## config.mk

```make
export PLATFORM = sky130hd
export DESIGN_NAME = midpoint_ellipse_rasterizer_top_flat
export DESIGN_NICKNAME = d
export VERILOG_FILES = /design/src/sv/mer_pkg.sv /design/src/sv/mer_ifs.sv /design/src/sv/mer_front.sv /design/src/sv/mer_mul.sv /design/src/sv/mer_back.sv /design/src/sv/midpoint_ellipse_rasterizer_top.sv /design/src/flat_wrapper.sv
export VERILOG_INCLUDE_DIRS = /design/src /design/src/sv
export SDC_FILE = /design/constraint.sdc
export NUM_CORES = 2
export LEC_CHECK = 0
export BUFFER_PORTS_ARGS = -buffer_cell sky130_fd_sc_hd__buf_2
export CORE_MARGIN = 5
export CORE_UTILIZATION = 30
export CTS_BUF_LIST = sky130_fd_sc_hd__clkbuf_2 sky130_fd_sc_hd__clkbuf_4 sky130_fd_sc_hd__clkbuf_8
export CTS_CLUSTER_DIAMETER = 120
export DETAILED_ROUTE_END_ITERATION = 8
export GPL_TIMING_DRIVEN = 0
export HOLD_SLACK_MARGIN = 0.15
export PLACE_DENSITY = 0.55
export RECOVER_POWER = 25
export SLEW_MARGIN = 20
export SYNTH_ARGS = -nofsm -noshare
export SYNTH_HDL_FRONTEND = slang
export SYNTH_HIERARCHICAL = 1
export SYNTH_SLANG_ARGS = --single-unit
```

## constraint.sdc

```tcl
create_clock -name clk -period 12.8 [get_ports clk]
set_clock_uncertainty 0.2 [all_clocks]
set_input_delay 1.28 -clock clk [delete_from_list [all_inputs] [get_ports clk]]
set_output_delay 1.28 -clock clk [all_outputs]
set_load 0.02 [all_outputs]
```

## src/sv/midpoint_ellipse_rasterizer_top_macros.svh

```systemverilog
// Assertion macros shared by the ellipse rasterizer RTL.
`ifndef MIDPOINT_ELLIPSE_RASTERIZER_TOP_MACROS_SVH
`define MIDPOINT_ELLIPSE_RASTERIZER_TOP_MACROS_SVH

// Same-cycle implication, sampled on clk, off during reset.
`define MER_ASSERT_IMPL(lbl, ante, cons, msg) \
  lbl: assert property (@(posedge clk) disable iff (!rst_n) (ante) |-> (cons)) \
    else $error(msg);

// Next-cycle implication, sampled on clk, off during reset.
`define MER_ASSERT_NEXT(lbl, ante, cons, msg) \
  lbl: assert property (@(posedge clk) disable iff (!rst_n) (ante) |=> (cons)) \
    else $error(msg);

`endif

```

## src/sv/mer_pkg.sv

```systemverilog
// Shared types and constants of the midpoint ellipse rasterizer.
package mer_pkg;

  localparam int COORD_BITS_DEF = 16;
  localparam int COLOR_W        = 24;
  localparam int CFG_ADDR_W     = 3;
  localparam int CFG_DATA_W     = 32;

  // Register index field of the configuration address (paddr[2]).
  localparam logic [CFG_ADDR_W-3:0] REG_PIXEL_COLOR = '0;

  typedef enum logic {
    CMD_START   = 1'b0,
    CMD_ADVANCE = 1'b1
  } cmd_kind_t;

  typedef struct packed {
    logic      valid;
    cmd_kind_t kind;
  } cmd_head_t;

  typedef struct packed {
    logic busy;
    logic done;
  } mul_stat_t;

endpackage

```

## src/sv/mer_ifs.sv

```systemverilog
// Request and pixel channel interfaces of the ellipse rasterizer.
interface mer_in_if #(
  parameter int COORD_BITS = mer_pkg::COORD_BITS_DEF
);
  logic                         valid;
  logic                         ready;
  logic                         op;
  logic signed [COORD_BITS-1:0] center_x;
  logic signed [COORD_BITS-1:0] center_y;
  logic        [COORD_BITS-2:0] radius_x;
  logic        [COORD_BITS-2:0] radius_y;

  modport source (output valid, op, center_x, center_y, radius_x, radius_y, input ready);
  modport sink   (input valid, op, center_x, center_y, radius_x, radius_y, output ready);
endinterface

interface mer_pix_if #(
  parameter int COORD_BITS = mer_pkg::COORD_BITS_DEF
);
  import mer_pkg::*;
  logic                       valid;
  logic                       ready;
  logic signed [COORD_BITS:0] pixel_x;
  logic signed [COORD_BITS:0] pixel_y;
  logic [COLOR_W-1:0]         color;
  logic                       last_of_run;
  logic                       ellipse_done;

  modport source (output valid, pixel_x, pixel_y, color, last_of_run, ellipse_done,
                  input ready);
  modport sink   (input valid, pixel_x, pixel_y, color, last_of_run, ellipse_done,
                  output ready);
endinterface

```

## src/sv/mer_front.sv

```systemverilog
// Front end: accepts requests, classifies them and queues them for the back end.
module mer_front #(
  parameter int COORD_BITS = mer_pkg::COORD_BITS_DEF
) (
  input  logic                         clk,
  input  logic                         rst_n,
  mer_in_if.sink                       in_ch,
  output mer_pkg::cmd_head_t           head,
  input  logic                         pop,
  output logic signed [COORD_BITS-1:0] cmd_cx,
  output logic signed [COORD_BITS-1:0] cmd_cy,
  output logic        [COORD_BITS-2:0] cmd_rx,
  output logic        [COORD_BITS-2:0] cmd_ry
);
  import mer_pkg::*;

  localparam int QD    = 2;
  localparam int PTR_W = $clog2(QD);
  localparam int CNT_W = $clog2(QD + 1);

  cmd_kind_t                    kind_q [QD];
  logic signed [COORD_BITS-1:0] cx_q   [QD];
  logic signed [COORD_BITS-1:0] cy_q   [QD];
  logic        [COORD_BITS-2:0] rx_q   [QD];
  logic        [COORD_BITS-2:0] ry_q   [QD];

  logic [PTR_W-1:0] wr_ptr_r;
  logic [PTR_W-1:0] rd_ptr_r;
  logic [CNT_W-1:0] cnt_r;
  logic             push;
  logic             take;
  cmd_kind_t        in_kind;

  assign in_kind     = in_ch.op ? CMD_ADVANCE : CMD_START;
  assign in_ch.ready = (cnt_r != CNT_W'(QD));
  assign push        = in_ch.valid && in_ch.ready;
  assign head.valid  = (cnt_r != '0);
  assign take        = pop && head.valid;

  assign head.kind = kind_q[rd_ptr_r];
  assign cmd_cx    = cx_q[rd_ptr_r];
  assign cmd_cy    = cy_q[rd_ptr_r];
  assign cmd_rx    = rx_q[rd_ptr_r];
  assign cmd_ry    = ry_q[rd_ptr_r];

  always_ff @(posedge clk) begin
    if (!rst_n) begin
      wr_ptr_r <= '0;
      rd_ptr_r <= '0;
      cnt_r    <= '0;
    end else begin
      if (push) begin
        wr_ptr_r <= wr_ptr_r + 1'b1;
      end
      if (take) begin
        rd_ptr_r <= rd_ptr_r + 1'b1;
      end
      cnt_r <= cnt_r + CNT_W'(push) - CNT_W'(take);
    end
  end

  always_ff @(posedge clk) begin
    if (push) begin
      kind_q[wr_ptr_r] <= in_kind;
      cx_q[wr_ptr_r]   <= in_ch.center_x;
      cy_q[wr_ptr_r]   <= in_ch.center_y;
      rx_q[wr_ptr_r]   <= in_ch.radius_x;
      ry_q[wr_ptr_r]   <= in_ch.radius_y;
    end
  end

endmodule

```

## src/sv/mer_mul.sv

```systemverilog
// Shift-add multiplier, one multiplier bit per cycle, for the ellipse setup products.
module mer_mul #(
  parameter int COORD_BITS = mer_pkg::COORD_BITS_DEF
) (
  input  logic                                clk,
  input  logic                                rst_n,
  input  logic                                start,
  input  logic [2*(COORD_BITS-1)-1:0]         a,
  input  logic [COORD_BITS-2:0]               b,
  output logic [3*(COORD_BITS-1)-1:0]         prod,
  output mer_pkg::mul_stat_t                  stat
);
  import mer_pkg::*;

  localparam int RAD_W  = COORD_BITS - 1;
  localparam int PROD_W = 3 * RAD_W;
  localparam int CNT_W  = $clog2(RAD_W + 1);

  logic [PROD_W-1:0] acc_r;
  logic [PROD_W-1:0] mcand_r;
  logic [RAD_W-1:0]  mplier_r;
  logic [CNT_W-1:0]  cnt_r;
  logic              busy_r;
  logic              done_r;

  assign prod      = acc_r;
  assign stat.busy = busy_r;
  assign stat.done = done_r;

  always_ff @(posedge clk) begin
    if (!rst_n) begin
      busy_r <= 1'b0;
      done_r <= 1'b0;
      cnt_r  <= '0;
    end else begin
      done_r <= 1'b0;
      if (start) begin
        busy_r <= 1'b1;
        cnt_r  <= CNT_W'(RAD_W);
      end else if (busy_r) begin
        cnt_r <= cnt_r - 1'b1;
        if (cnt_r == CNT_W'(1)) begin
          busy_r <= 1'b0;
          done_r <= 1'b1;
        end
      end
    end
  end

  always_ff @(posedge clk) begin
    if (start) begin
      acc_r    <= '0;
      mcand_r  <= PROD_W'(a);
      mplier_r <= b;
    end else if (busy_r) begin
      if (mplier_r[0]) begin
        acc_r <= acc_r + mcand_r;
      end
      mcand_r  <= mcand_r << 1;
      mplier_r <= mplier_r >> 1;
    end
  end

endmodule

```

## src/sv/mer_back.sv

```systemverilog
// Back end: setup products, midpoint stepping and pixel emission.
`include "midpoint_ellipse_rasterizer_top_macros.svh"

module mer_back #(
  parameter int COORD_BITS = mer_pkg::COORD_BITS_DEF
) (
  input  logic                         clk,
  input  logic                         rst_n,
  input  mer_pkg::cmd_head_t           head,
  output logic                         pop,
  input  logic signed [COORD_BITS-1:0] cmd_cx,
  input  logic signed [COORD_BITS-1:0] cmd_cy,
  input  logic        [COORD_BITS-2:0] cmd_rx,
  input  logic        [COORD_BITS-2:0] cmd_ry,
  input  logic [mer_pkg::COLOR_W-1:0]  pixel_color,
  mer_pix_if.source                    out_ch
);
  import mer_pkg::*;

  localparam int RAD_W   = COORD_BITS - 1;
  localparam int SQ_W    = 2 * RAD_W;
  localparam int PROD_W  = 3 * RAD_W;
  localparam int BOUND_W = PROD_W + 1;
  localparam int STEP_W  = BOUND_W + 1;
  localparam int DEC_W   = STEP_W + 1;
  localparam int PIX_W   = COORD_BITS + 1;

  localparam logic [2:0] EMIT_LAST_START = 3'd7;
  localparam logic [2:0] EMIT_LAST_STEP  = 3'd3;

  typedef enum logic [2:0] {
    S_IDLE, S_MUL, S_INIT, S_TERMS, S_DEC, S_SETTLE, S_EMIT
  } state_t;

  typedef enum logic [1:0] {
    MS_SQX, MS_SQY, MS_BND0, MS_BND1
  } mul_step_t;

  state_t    state_r;
  mul_step_t mul_idx_r;
  logic      active_r;
  logic      region_r;
  logic      emit_start_r;
  logic      run_done_r;
  logic [2:0] emit_cnt_r;

  logic signed [COORD_BITS-1:0] cx_r, cy_r;
  logic        [RAD_W-1:0]      rx_r, ry_r;
  logic        [SQ_W-1:0]       sqx_r, sqy_r;
  logic        [BOUND_W-1:0]    bound0_r, bound1_r;
  logic        [SQ_W-1:0]       major_r, minor_r;
  logic signed [DEC_W-1:0]      dec_r;
  logic signed [STEP_W-1:0]     sx_r, sy_r;
  logic signed [COORD_BITS-1:0] along_r, across_r;
  logic signed [COORD_BITS-1:0] emit_u_r, emit_v_r;

  logic                  out_valid_r;
  logic signed [PIX_W-1:0] out_x_r, out_y_r;
  logic [COLOR_W-1:0]    out_color_r;
  logic                  out_last_r;
  logic                  out_done_r;

  // multiplier hookup
  logic              mul_start;
  mul_step_t         launch_idx;
  logic [SQ_W-1:0]   mul_a;
  logic [RAD_W-1:0]  mul_b;
  logic [PROD_W-1:0] mul_prod;
  mul_stat_t         mul_stat;

  // region setup
  logic                   init_k;
  logic                   init_any;
  logic [SQ_W-1:0]        init_a2, init_b2;
  logic [BOUND_W-1:0]     init_bnd;
  logic [RAD_W-1:0]       init_b;
  logic signed [DEC_W-1:0] init_base, init_dec;

  // step arithmetic
  logic signed [STEP_W-1:0] sx_next;
  logic signed [DEC_W-1:0]  dec_sum;
  logic                     has_step;

  // pixel generation
  logic signed [COORD_BITS-1:0] cur_u, cur_v;
  logic signed [PIX_W-1:0]      off_x, off_y, pix_x, pix_y;
  logic                         emit_last;
  logic                         out_free;

  mer_mul #(.COORD_BITS(COORD_BITS)) u_mul (
    .clk   (clk),
    .rst_n (rst_n),
    .start (mul_start),
    .a     (mul_a),
    .b     (mul_b),
    .prod  (mul_prod),
    .stat  (mul_stat)
  );

  assign pop = (state_r == S_IDLE) && head.valid;

  assign mul_start = (pop && head.kind == CMD_START) ||
                     (state_r == S_MUL && mul_stat.done && mul_idx_r != MS_BND1);
  assign launch_idx = (state_r == S_IDLE) ? MS_SQX : mul_step_t'(2'(mul_idx_r) + 2'd1);

  always_comb begin
    unique case (launch_idx)
      MS_SQX: begin
        mul_a = SQ_W'(cmd_rx);
        mul_b = cmd_rx;
      end
      MS_SQY: begin
        mul_a = SQ_W'(ry_r);
        mul_b = ry_r;
      end
      MS_BND0: begin
        mul_a = sqx_r;
        mul_b = ry_r;
      end
      MS_BND1: begin
        mul_a = sqy_r;
        mul_b = rx_r;
      end
      default: begin
        mul_a = '0;
        mul_b = '0;
      end
    endcase
  end

  // Region setup: d0 = b^2 - a^2*b + a^2/4, rounded toward zero; a^2*b is half the bound.
  assign init_any = (bound0_r != '0) || (bound1_r != '0);
  assign init_k   = (state_r == S_SETTLE) ? 1'b1 : (bound0_r == '0);
  assign init_a2  = init_k ? sqy_r : sqx_r;
  assign init_b2  = init_k ? sqx_r : sqy_r;
  assign init_bnd = init_k ? bound1_r : bound0_r;
  assign init_b   = init_k ? rx_r : ry_r;
  assign init_base = DEC_W'(init_b2) - DEC_W'(init_bnd[BOUND_W-1:1])
                   + DEC_W'(init_a2[SQ_W-1:2]);
  assign init_dec  = (init_base[DEC_W-1] && init_a2[1:0] != 2'b00) ?
                     init_base + DEC_W'(1) : init_base;

  assign sx_next  = sx_r + STEP_W'({minor_r, 1'b0});
  assign dec_sum  = dec_r + DEC_W'(minor_r) + DEC_W'(sx_r)
                  - (dec_r[DEC_W-1] ? DEC_W'(0) : DEC_W'(sy_r));
  assign has_step = (sx_r < sy_r);

  // Pixel k of a run: bit 0 mirrors u, bit 1 mirrors v, bit 2 picks the second axis quad.
  always_comb begin
    if (emit_start_r) begin
      cur_u = emit_cnt_r[2] ? COORD_BITS'({1'b0, rx_r}) : '0;
      cur_v = emit_cnt_r[2] ? '0 : COORD_BITS'({1'b0, ry_r});
    end else begin
      cur_u = emit_u_r;
      cur_v = emit_v_r;
    end
    off_x = emit_cnt_r[0] ? -PIX_W'(cur_u) : PIX_W'(cur_u);
    off_y = emit_cnt_r[1] ? -PIX_W'(cur_v) : PIX_W'(cur_v);
    pix_x = PIX_W'(cx_r) + off_x;
    pix_y = PIX_W'(cy_r) + off_y;
  end

  assign emit_last = (emit_cnt_r == (emit_start_r ? EMIT_LAST_START : EMIT_LAST_STEP));
  assign out_free  = !out_valid_r || out_ch.ready;

  assign out_ch.valid        = out_valid_r;
  assign out_ch.pixel_x      = out_x_r;
  assign out_ch.pixel_y      = out_y_r;
  assign out_ch.color        = out_color_r;
  assign out_ch.last_of_run  = out_last_r;
  assign out_ch.ellipse_done = out_done_r;

  always_ff @(posedge clk) begin
    if (!rst_n) begin
      state_r      <= S_IDLE;
      mul_idx_r    <= MS_SQX;
      active_r     <= 1'b0;
      region_r     <= 1'b0;
      emit_start_r <= 1'b0;
      run_done_r   <= 1'b0;
      emit_cnt_r   <= '0;
      out_valid_r  <= 1'b0;
    end else begin
      if (out_valid_r && out_ch.ready) begin
        out_valid_r <= 1'b0;
      end
      unique case (state_r)
        S_IDLE: begin
          if (head.valid) begin
            if (head.kind == CMD_START) begin
              active_r  <= 1'b0;
              mul_idx_r <= MS_SQX;
              state_r   <= S_MUL;
            end else if (active_r) begin
              state_r <= S_TERMS;
            end
            // drop an advance while idle
          end
        end
        S_MUL: begin
          if (mul_stat.done) begin
            if (mul_idx_r == MS_BND1) begin
              state_r <= S_INIT;
            end else begin
              mul_idx_r <= launch_idx;
            end
          end
        end
        S_INIT: begin
          active_r     <= init_any;
          region_r     <= init_k;
          run_done_r   <= !init_any;
          emit_start_r <= 1'b1;
          emit_cnt_r   <= '0;
          state_r      <= S_EMIT;
        end
        S_TERMS: begin
          state_r <= S_DEC;
        end
        S_DEC: begin
          emit_start_r <= 1'b0;
          emit_cnt_r   <= '0;
          if (has_step) begin
            run_done_r <= 1'b0;
            state_r    <= S_EMIT;
          end else if (!region_r) begin
            state_r <= S_SETTLE;
          end else begin
            active_r   <= 1'b0;
            run_done_r <= 1'b1;
            state_r    <= S_EMIT;
          end
        end
        S_SETTLE: begin
          region_r   <= 1'b1;
          active_r   <= (bound1_r != '0);
          run_done_r <= (bound1_r == '0);
          state_r    <= S_EMIT;
        end
        S_EMIT: begin
          if (out_free) begin
            out_valid_r <= 1'b1;
            out_x_r     <= pix_x;
            out_y_r     <= pix_y;
            out_color_r <= pixel_color;
            out_last_r  <= emit_last;
            out_done_r  <= emit_last && run_done_r;
            emit_cnt_r  <= emit_cnt_r + 3'd1;
            if (emit_last) begin
              state_r <= S_IDLE;
            end
          end
        end
        default: state_r <= S_IDLE;
      endcase
    end
  end

  always_ff @(posedge clk) begin
    unique case (state_r)
      S_IDLE: begin
        if (pop && head.kind == CMD_START) begin
          cx_r <= cmd_cx;
          cy_r <= cmd_cy;
          rx_r <= cmd_rx;
          ry_r <= cmd_ry;
        end
      end
      S_MUL: begin
        if (mul_stat.done) begin
          unique case (mul_idx_r)
            MS_SQX:  sqx_r    <= mul_prod[SQ_W-1:0];
            MS_SQY:  sqy_r    <= mul_prod[SQ_W-1:0];
            MS_BND0: bound0_r <= {mul_prod, 1'b0};
            MS_BND1: bound1_r <= {mul_prod, 1'b0};
            default: sqx_r    <= sqx_r;
          endcase
        end
      end
      S_INIT, S_SETTLE: begin
        major_r  <= init_a2;
        minor_r  <= init_b2;
        dec_r    <= init_dec;
        sx_r     <= '0;
        sy_r     <= STEP_W'(init_bnd);
        along_r  <= '0;
        across_r <= COORD_BITS'({1'b0, init_b});
      end
      S_TERMS: begin
        along_r <= along_r + 1'b1;
        sx_r    <= sx_next;
        if (!dec_r[DEC_W-1]) begin
          across_r <= across_r - 1'b1;
          sy_r     <= sy_r - STEP_W'({major_r, 1'b0});
        end
      end
      S_DEC: begin
        dec_r    <= dec_sum;
        emit_u_r <= region_r ? across_r : along_r;
        emit_v_r <= region_r ? along_r : across_r;
      end
      S_EMIT: begin
        dec_r <= dec_r;
      end
      default: begin
        dec_r <= dec_r;
      end
    endcase
  end

  `MER_ASSERT_IMPL(a_mul_done_in_mul, mul_stat.done, state_r == S_MUL, "product finished outside setup")
  `MER_ASSERT_NEXT(a_mul_runs, mul_start, mul_stat.busy, "multiplier did not start")
  `MER_ASSERT_IMPL(a_done_goes_idle, state_r == S_EMIT && run_done_r, !active_r, "ellipse ended while still active")
  `MER_ASSERT_IMPL(a_step_run_len, state_r == S_EMIT && !emit_start_r, emit_cnt_r[2] == 1'b0, "step run longer than four pixels")

endmodule

```

## src/sv/midpoint_ellipse_rasterizer_top.sv

```systemverilog
// Midpoint ellipse rasterizer top level: request queue, stepping engine and color register.
// A start request loads the center and radii, forms the four setup products (a^2, b^2,
// 2a^2b, 2b^2a) on one shared shift-add multiplier, sets up the first region and then
// sends the eight axis pixels one per cycle while the output accepts them. An advance
// request runs a term update, a decision update and four pixels, with a settle step added
// when it crosses into region two; an advance with no ellipse in progress is dropped.
// A two-entry queue in front lets requests arrive while a run is being worked, and the
// pixel output register holds a result while the next one is prepared.
// Write pixel_color at byte address 0 through the APB port only while the block is idle.
module midpoint_ellipse_rasterizer_top #(
  parameter int COORD_BITS = mer_pkg::COORD_BITS_DEF
) (
  input  logic                           clk,
  input  logic                           rst_n,
  mer_in_if.sink                         in_ch,
  mer_pix_if.source                      out_ch,
  input  logic                           psel,
  input  logic                           penable,
  input  logic                           pwrite,
  input  logic [mer_pkg::CFG_ADDR_W-1:0] paddr,
  input  logic [mer_pkg::CFG_DATA_W-1:0] pwdata,
  output logic [mer_pkg::CFG_DATA_W-1:0] prdata,
  output logic                           pready
);
  import mer_pkg::*;

  logic [COLOR_W-1:0]           pixel_color_r;
  logic                         cfg_hit;
  cmd_head_t                    head;
  logic                         pop;
  logic signed [COORD_BITS-1:0] cmd_cx, cmd_cy;
  logic        [COORD_BITS-2:0] cmd_rx, cmd_ry;

  assign pready  = 1'b1;
  assign cfg_hit = (paddr[CFG_ADDR_W-1:2] == REG_PIXEL_COLOR);
  assign prdata  = cfg_hit ? CFG_DATA_W'(pixel_color_r) : '0;

  always_ff @(posedge clk) begin
    if (!rst_n) begin
      pixel_color_r <= '0;
    end else if (psel && penable && pwrite && cfg_hit) begin
      pixel_color_r <= pwdata[COLOR_W-1:0];
    end
  end

  mer_front #(.COORD_BITS(COORD_BITS)) u_front (
    .clk    (clk),
    .rst_n  (rst_n),
    .in_ch  (in_ch),
    .head   (head),
    .pop    (pop),
    .cmd_cx (cmd_cx),
    .cmd_cy (cmd_cy),
    .cmd_rx (cmd_rx),
    .cmd_ry (cmd_ry)
  );

  mer_back #(.COORD_BITS(COORD_BITS)) u_back (
    .clk         (clk),
    .rst_n       (rst_n),
    .head        (head),
    .pop         (pop),
    .cmd_cx      (cmd_cx),
    .cmd_cy      (cmd_cy),
    .cmd_rx      (cmd_rx),
    .cmd_ry      (cmd_ry),
    .pixel_color (pixel_color_r),
    .out_ch      (out_ch)
  );

endmodule

```

## src/flat_wrapper.sv

```systemverilog
// flat-port wrapper written by rule: the top's interface ports become plain ports
module midpoint_ellipse_rasterizer_top_flat import mer_pkg::*;
#(
  parameter int COORD_BITS = mer_pkg::COORD_BITS_DEF
)
  (clk, rst_n, psel, penable, pwrite, paddr, pwdata, prdata, pready, in_ch_valid, in_ch_op, in_ch_center_x, in_ch_center_y, in_ch_radius_x, in_ch_radius_y, in_ch_ready, out_ch_valid, out_ch_pixel_x, out_ch_pixel_y, out_ch_color, out_ch_last_of_run, out_ch_ellipse_done, out_ch_ready);
  mer_in_if #(.COORD_BITS(COORD_BITS)) in_ch_i ();
  mer_pix_if #(.COORD_BITS(COORD_BITS)) out_ch_i ();
  input  logic clk;
  input  logic rst_n;
  input  logic psel;
  input  logic penable;
  input  logic pwrite;
  input  logic [mer_pkg::CFG_ADDR_W-1:0] paddr;
  input  logic [mer_pkg::CFG_DATA_W-1:0] pwdata;
  output logic [mer_pkg::CFG_DATA_W-1:0] prdata;
  output logic pready;
  input wire logic [$bits(in_ch_i.valid)-1:0] in_ch_valid;
  input wire logic [$bits(in_ch_i.op)-1:0] in_ch_op;
  input wire logic [$bits(in_ch_i.center_x)-1:0] in_ch_center_x;
  input wire logic [$bits(in_ch_i.center_y)-1:0] in_ch_center_y;
  input wire logic [$bits(in_ch_i.radius_x)-1:0] in_ch_radius_x;
  input wire logic [$bits(in_ch_i.radius_y)-1:0] in_ch_radius_y;
  output wire logic [$bits(in_ch_i.ready)-1:0] in_ch_ready;
  output wire logic [$bits(out_ch_i.valid)-1:0] out_ch_valid;
  output wire logic [$bits(out_ch_i.pixel_x)-1:0] out_ch_pixel_x;
  output wire logic [$bits(out_ch_i.pixel_y)-1:0] out_ch_pixel_y;
  output wire logic [$bits(out_ch_i.color)-1:0] out_ch_color;
  output wire logic [$bits(out_ch_i.last_of_run)-1:0] out_ch_last_of_run;
  output wire logic [$bits(out_ch_i.ellipse_done)-1:0] out_ch_ellipse_done;
  input wire logic [$bits(out_ch_i.ready)-1:0] out_ch_ready;
  assign in_ch_i.valid = in_ch_valid;
  assign in_ch_i.op = in_ch_op;
  assign in_ch_i.center_x = in_ch_center_x;
  assign in_ch_i.center_y = in_ch_center_y;
  assign in_ch_i.radius_x = in_ch_radius_x;
  assign in_ch_i.radius_y = in_ch_radius_y;
  assign in_ch_ready = in_ch_i.ready;
  assign out_ch_valid = out_ch_i.valid;
  assign out_ch_pixel_x = out_ch_i.pixel_x;
  assign out_ch_pixel_y = out_ch_i.pixel_y;
  assign out_ch_color = out_ch_i.color;
  assign out_ch_last_of_run = out_ch_i.last_of_run;
  assign out_ch_ellipse_done = out_ch_i.ellipse_done;
  assign out_ch_i.ready = out_ch_ready;
  midpoint_ellipse_rasterizer_top #(.COORD_BITS(COORD_BITS)) u_core (.clk(clk), .rst_n(rst_n), .in_ch(in_ch_i), .out_ch(out_ch_i), .psel(psel), .penable(penable), .pwrite(pwrite), .paddr(paddr), .pwdata(pwdata), .prdata(prdata), .pready(pready));
endmodule
```

== Word level (Yosys, flattened, before mapping) ==
Memories as Yosys holds them, arrays and structs flattened. A register that Yosys moved wholly into a read port is not among the register bits.
Cells that the tools add are included.

* Register bits: 643
* Memory bits (writable): 126
* Input bits: 105
* Output and inout bits: 95
* Logic and storage cells: 224
* Memories: 5

* $add $sub $neg: 22
* $lt $le $gt $ge: 1
* Equality and inequality tests: 28
* Multiplexer cells: 74
* Bitwise logic cells: 4
* Reductions and logical operators: 52

{| class="wikitable"
|+ Memory list
! name !! depth !! bits a word !! rd ports !! clocked after memory_dff !! write ports !! line !! text
|-
| u_core.u_front.cx_q || 2 || 16 || 1 || 1 || 1 || mer_front.sv:22 || <nowiki>logic signed [COORD_BITS-1:0] cx_q [QD];</nowiki>
|-
| u_core.u_front.cy_q || 2 || 16 || 1 || 1 || 1 || mer_front.sv:23 || <nowiki>logic signed [COORD_BITS-1:0] cy_q [QD];</nowiki>
|-
| u_core.u_front.rx_q || 2 || 15 || 1 || 1 || 1 || mer_front.sv:24 || <nowiki>logic [COORD_BITS-2:0] rx_q [QD];</nowiki>
|-
| u_core.u_front.ry_q || 2 || 15 || 1 || 1 || 1 || mer_front.sv:25 || <nowiki>logic [COORD_BITS-2:0] ry_q [QD];</nowiki>
|-
| u_core.u_front.kind_q || 2 || 1 || 1 || 1 || 1 || mer_front.sv:21 || <nowiki>cmd_kind_t kind_q [QD];</nowiki>
|}

{| class="wikitable"
|+ Operators by type and width
! kind !! number
|-
| 47-bit one-hot mux with 2 select lines || 2
|-
| 30-bit two-way mux || 4
|-
| 30-bit one-hot mux with 4 select lines || 1
|-
| 48-bit two-way mux || 2
|-
| 48-bit one-hot mux with 2 select lines || 1
|-
| 46-bit zero test || 2
|-
| 46-bit nonzero test || 2
|-
| 16-bit two-way mux || 5
|-
| 15-bit two-way mux || 5
|-
| 16-bit one-hot mux with 2 select lines || 2
|-
| 47-bit by 2-bit adder with 48-bit output, second input constant || 1
|-
| 48-bit by 30-bit adder with 48-bit output || 1
|-
| 48-bit adder || 1
|-
| 48-bit subtractor || 1
|-
| 46-bit by 29-bit adder with 47-bit output || 1
|-
| 47-bit by 31-bit adder with 47-bit output || 1
|-
| 47-bit less-than comparator || 1
|-
| 47-bit two-way mux || 1
|-
| 47-bit by 31-bit subtractor with 47-bit output || 1
|-
| 46-bit two-way mux || 1
|-
| 30-bit by 45-bit subtractor with 46-bit output || 1
|-
| 45-bit adder || 1
|-
| 15-bit one-hot mux with 3 select lines || 1
|-
| 16-bit by 17-bit adder with 17-bit output || 2
|-
| 46 further kinds || 140
|}

== Depth between registers and ports, before layout ==
* Depth after elaboration: 8
* Depth in mapped cells: 42
* Depth with buffers taken out: 35

== Hierarchy ==
Netlist, hierarchy kept.

{| class="wikitable"
|+ By module, submodules not included
! module !! instances !! cells an instance !! area an instance (µm²) !! sequential area each (µm²)
|-
| mer_back || 1 || 4,066 || 39,512.9 || 16,355.7
|-
| mer_mul || 1 || 741 || 6,864.1 || 2,672.6
|-
| mer_front || 1 || 225 || 5,056.1 || 3,883.7
|-
| midpoint_ellipse_rasterizer_top || 1 || 142 || 1,224.9 || 480.5
|}

== Least setup slack after synthesis ==
Ideal clock, no wire load.

* Path kind: reg2reg
* Start: reg u_core.u_back.bound0_r[39]
* End: reg u_core.u_back.dec_r[47] (data pin)
* Setup time: 0.260 ns
* Data arrival time: 8.715 ns
* Required time: 12.340 ns
* Slack: 3.625 ns
* Stages on the path, launching flop included: 36
* Path buffers: 6
* Clock period less this slack: 9.175 ns
* Cell sequence: edfxtp_1 > or4_1 > or4_1 > buf_6 > nand2_4 > buf_2 > buf_2 > buf_2 > clkbuf_1 > clkbuf_1 > mux2i_1 > ha_1 > inv_1 > ha_1 > a21oi_1 > a221oi_2 > a211oi_1 > maj3_1 > mux2i_1 > xnor2_1 > ha_1 > o21a_1 > o21a_1 > o22ai_1 > a31oi_1 > a31oi_1 > nor4_1 > o311ai_0 > o311ai_0 > nand4_1 > nor3_1 > nand2_1 > nor3_1 > nand2_2 > o31a_1 > mux2_4

* Longest elaborated chain between the ends: 8
* Elaborated cells on any way between the ends: 12
* Those cells by class: add/sub (3); mux (6); reduce/logical (3)

{| class="wikitable"
|+ Ends and longest elaborated chain
! what !! line !! text
|-
| from (decl) || mer_back.sv:50 || <nowiki>logic [BOUND_W-1:0] bound0_r, bound1_r;</nowiki>
|-
| from (signal assigned) || mer_back.sv:274 || <nowiki>MS_BND0: bound0_r <= {mul_prod, 1'b0};</nowiki>
|-
| 46-bit zero test || mer_back.sv:133 || <nowiki>assign init_k = (state_r == S_SETTLE) ? 1'b1 : (bound0_r == '0);</nowiki>
|-
| 1-bit two-way mux || mer_back.sv:133 ||
|-
| 30-bit two-way mux or 46-bit two-way mux (tied branches) || mer_back.sv:135, mer_back.sv:136 ||
|-
| 30-bit by 45-bit subtractor with 46-bit output || mer_back.sv:138 || <nowiki>assign init_base = DEC_W'(init_b2) - DEC_W'(init_bnd[BOUND_W-1:1])</nowiki>
|-
| 46-bit by 29-bit adder with 47-bit output || mer_back.sv:139 || <nowiki>+ DEC_W'(init_a2[SQ_W-1:2]);</nowiki>
|-
| 47-bit by 2-bit adder with 48-bit output or 1-bit logical AND (tied branches) || mer_back.sv:141, mer_back.sv:140 ||
|-
| 48-bit two-way mux (*) || mer_back.sv:140 || <nowiki>assign init_dec = (init_base[DEC_W-1] && init_a2[1:0] != 2'b00) ?</nowiki>
|-
| 48-bit one-hot mux with 2 select lines (*) || mer_back.sv:260 || <nowiki>unique case (state_r)</nowiki>
|-
| to (signal assigned) || mer_back.sv:283 || <nowiki>dec_r <= init_dec;</nowiki>
|-
| to (signal assigned) || mer_back.sv:298 || <nowiki>dec_r <= dec_sum;</nowiki>
|-
| to (signal assigned) || mer_back.sv:303 || <nowiki>dec_r <= dec_r;</nowiki>
|-
| to (decl) || mer_back.sv:52 || <nowiki>logic signed [DEC_W-1:0] dec_r;</nowiki>
|}

Mark *: on every way between the ends. The rest lies on a longest branch, timed or not.
A chain may end at the register's enable or synchronous reset.

== Worst setup path in the final report ==
* Start: reg u_core.u_back.bound0_r[9]
* End: reg u_core.u_back.dec_r[44] (data pin)

* Longest elaborated chain between the ends: 8
* Elaborated cells on any way between the ends: 12
* Those cells by class: add/sub (3); mux (6); reduce/logical (3)

{| class="wikitable"
|+ Ends and longest elaborated chain
! what !! line !! text
|-
| 46-bit zero test (*) || mer_back.sv:133 ||
|-
| 1-bit two-way mux (*) || mer_back.sv:133 ||
|-
| 30-bit two-way mux (*) || mer_back.sv:135 || <nowiki>assign init_b2 = init_k ? sqx_r : sqy_r;</nowiki>
|-
| named net u_core.u_back.init_b2[14] || mer_back.sv:74 || <nowiki>logic [SQ_W-1:0] init_a2, init_b2;</nowiki>
|-
| 30-bit by 45-bit subtractor with 46-bit output (*) || mer_back.sv:138 ||
|-
| 46-bit by 29-bit adder with 47-bit output (*) || mer_back.sv:139 ||
|-
| 47-bit by 2-bit adder with 48-bit output or 1-bit logical AND (tied branches) || mer_back.sv:141, mer_back.sv:140 ||
|-
| 48-bit two-way mux (*) || mer_back.sv:140 ||
|-
| 48-bit one-hot mux with 2 select lines (*) || mer_back.sv:260 ||
|}

The timed path passes the listed nets; every way through them passes the cells marked *.

==> PnR_summary.wiki <==
{| class="wikitable"
! Metric !! Value
|-
| 1st-iter DRT viols || 3156
|-
| Antenna violations before repair || 8
|-
| Count of yosys warnings during synthesis || 6
|-
| Post-detailed-placement half-perimeter wirelength || 135000 um
|-
| Tcrit/Tclk final || 0.963
|-
| CTS tree || done
|-
| Fin. max-slew vios || 0
|-
| Crit-path slowest cell || clkdlybuf4s15_1
|-
| Clock transition at the registers of the reported paths || 60 ps
|-
| Endpoint arrival time on the critical path || 12700 ps
|-
| Total power after layout || 14.9 mW
|-
| Top-level port count || 200
|-
| Max-capacitance violation count || 0
|-
| H-tree depth reported by CTS || 4
|-
| Critical path class || flip-flop to flip-flop
|-
| Max-slew headroom || 0.187
|-
| Critical R2R Launch || u_core/u_back/bound0_r[9]$_DFFE_PP_
|-
| Total length of routed wires || ~170000 um
|-
| Filler cell count || 17874
|-
| Routed len/inst || 21.3 um
|-
| Reg-to-reg endpoint || u_core/u_back/dec_r[44]$_DFFE_PP_
|-
| Total number of nets in the final design || 6035
|-
| Fin util || 0.343
|-
| GP Congestion || 0.915
|-
| Total Neg Setup Slack || 0 ps
|-
| Floorplan die height || 429 um
|-
| Required time of the critical path || 13170 ps
|-
| Maximum resistive drop on vdd || 138 uV
|-
| Root Buffer Master || clkbuf_8
|-
| Antenna-violating nets left || 0
|-
| Final setup violating endpoints || 0
|-
| Number of rows created at floorplan || 153
|-
| Number of buffers on the longest clock path || 3
|-
| End point of the critical path || u_core/u_back/dec_r[44]$_DFFE_PP_
|-
| Critical path peak fanout || 10
|-
| Static Leak || 22.9 nW
|-
| Time the worst path needs with I/O delays and setup || roughly 12000 ps
|-
| Layout overhead on the synthesized area || 13.4%
|-
| Fraction of layout instances using a drive strength above 1 || 0.113
|-
| Initial cell density of the core || 0.302
|-
| Number of vias after detailed routing || 41031
|-
| Number of clock sinks seen by CTS || 815
|-
| RSZ-0062 raised after global routing || no
|-
| Power per cell area || approximately 250 mW/mm^2
|-
| Post-Synthesis Mean Instance Area || 10.2 um^2
|-
| Placed Cells || 7709
|-
| Area of the mapped netlist || 0.0527 mm^2
|-
| Final Hold Slack || approximately 250 ps
|-
| Final global-route overflow total || 0
|-
| Peak per-stage delay on the critical path || 770 ps
|-
| Synthesized instance count || slightly above 5000
|-
| Final Hold Vio Count || 0
|-
| Status || finished, final reports clean
|-
| Slew at the pin closest to its max-slew limit || between 1000 and 1500 ps
|-
| Logic depth of the worst register-to-register path || 37
|-
| Overall track demand over capacity in global routing || 0.179
|-
| Drt pass-1 iters || 6
|-
| Full die area || roughly 0.18 mm^2
|-
| DRC || 0
|-
| Chip width || about 430 um
|-
| Post-detailed-route via-to-cell ratio || 5.14
|-
| Number of cells in the finished layout apart from fillers || approximately 8000
|-
| Nature of the critical path endpoint || flip-flop
|-
| Startpoint of the most critical setup path || u_core/u_back/bound0_r[9]$_DFFE_PP_
|-
| Highest clock frequency the design can meet || 0.0811 GHz
|-
| Global-route wire length before repair || about 250000 um
|-
| Number of buffers created by CTS || 149
|-
| Flop2flop setup slack || between 400 and 500 ps
|-
| Largest net degree at the start of global routing || 48
|-
| Core footprint || 0.174 mm^2
|-
| Worst Hold Class || flip-flop to flip-flop
|-
| Input/output buffers || 180
|-
| Clock latency on the worst-skew pair || roughly 880 ps
|-
| Via count of the first global-routing pass || approximately 40000
|-
| Launching element type of the critical path || flip-flop
|}
[stage by stage]
stage          setup WS (ps)  area (um^2)
2_1_floorplan           3630        52700
3_3_place_gp            -456        56500
3_5_place_dp            23.9        56900
4_1_cts                 12.6        59900
5_1_grt                 49.5        59700
6_report                 470        59700
[cell type report]
cell class	instances	area [um^2]	area share
multi-input combinational	3785	26800	0.449
sequential	815	23400	0.392
tap	2325	2910	0.0487
clock buffer	202	2480	0.0415
inverter	383	1440	0.0241
timing repair buffer	209	1270	0.0213
buffer	196	883	0.0148
clock inverter	63	504	0.00844
antenna	5	12.5	0.000210
[worst min-delay path by stage]
stage | start | endpoint | slack [ps] | depth (start not counted)
after floorplan | u_core/pixel_color_r[10]$_SDFFE_PN0P_ | u_core/u_back/out_ch.color[10]$_DFFE_PP_ | 220 | 0
after global placement | u_core/pixel_color_r[17]$_SDFFE_PN0P_ | u_core/u_back/out_ch.color[17]$_DFFE_PP_ | 230 | 0
after detailed placement | u_core/pixel_color_r[17]$_SDFFE_PN0P_ | u_core/u_back/out_ch.color[17]$_DFFE_PP_ | 230 | 0
after CTS | u_core/pixel_color_r[17]$_SDFFE_PN0P_ | u_core/u_back/out_ch.color[17]$_DFFE_PP_ | 250 | 0
after global routing | u_core/pixel_color_r[17]$_SDFFE_PN0P_ | u_core/u_back/out_ch.color[17]$_DFFE_PP_ | 270 | 0
final | u_core/pixel_color_r[17]$_SDFFE_PN0P_ | u_core/u_back/out_ch.color[17]$_DFFE_PP_ | 250 | 0
[placed cells by master, fill, tap and decap left out, types with 157 or more instances in the layout]
| cell type | instances |
|---|---|
| edfxtp_1 | 707 |
| nand2_1 | 558 |
| nor2_1 | 384 |
| inv_1 | 382 |
| a21oi_1 | 348 |
| ha_1 | 310 |
| o21ai_0 | 209 |
| xnor2_1 | 202 |
| clkbuf_1 | 177 |
| buf_2 | 157 |
[critical path: cells and delay by family (launching register included)]
family | cells | cell delay (ps)
compound gates | 13 | 3390
xor+xnor | 3 | 920
fa+ha+maj | 2 | 720
buf+inv | 6 | 2960
flops | 1 | 570
mux | 1 | 450
simple gates | 12 | 2770
[layer usage]
metal	GRT usage	vias up	routed length (um)
li1	-	19476	-
met1	0.240	19960	75800
met2	0.290	1301	78200
met3	0.0321	292	10300
met4	0.0628	2	5840
met5	0	-	16
[sequential cells by signal, summed over array words and instances, names as in the netlist, 24 cells and up, named ones only]
signal,flops
u_core/u_back/sy_r,46
u_core/u_back/out_ch.color,24
u_core/u_back/major_r,30
u_core/pixel_color_r,24
u_core/u_back/bound1_r,45
u_core/u_front/rx_q,30
u_core/u_back/sqx_r,30
u_core/u_front/ry_q,30
u_core/u_back/bound0_r,45
u_core/u_back/sqy_r,30
u_core/u_back/dec_r,48
u_core/u_back/u_mul/prod,45
u_core/u_back/minor_r,30
u_core/u_front/cy_q,32
u_core/u_back/u_mul/mcand_r,45
u_core/u_front/cx_q,32
u_core/u_back/sx_r,46
[power by group]
part	internal, mW	switching [mW]
Combinational	3.21	4.96
Clock	1.39	1.16
Sequential	3.75	0.444
Total	8.35	6.57
[timing repair]
action                                  in CTS  in global routing
endpoints found under the setup margin       0                 19
buffers inserted                             0                  4
gates resized for setup                      0                 13
hold buffers                                 0                  0
Power figures use the tool's default switching activity.
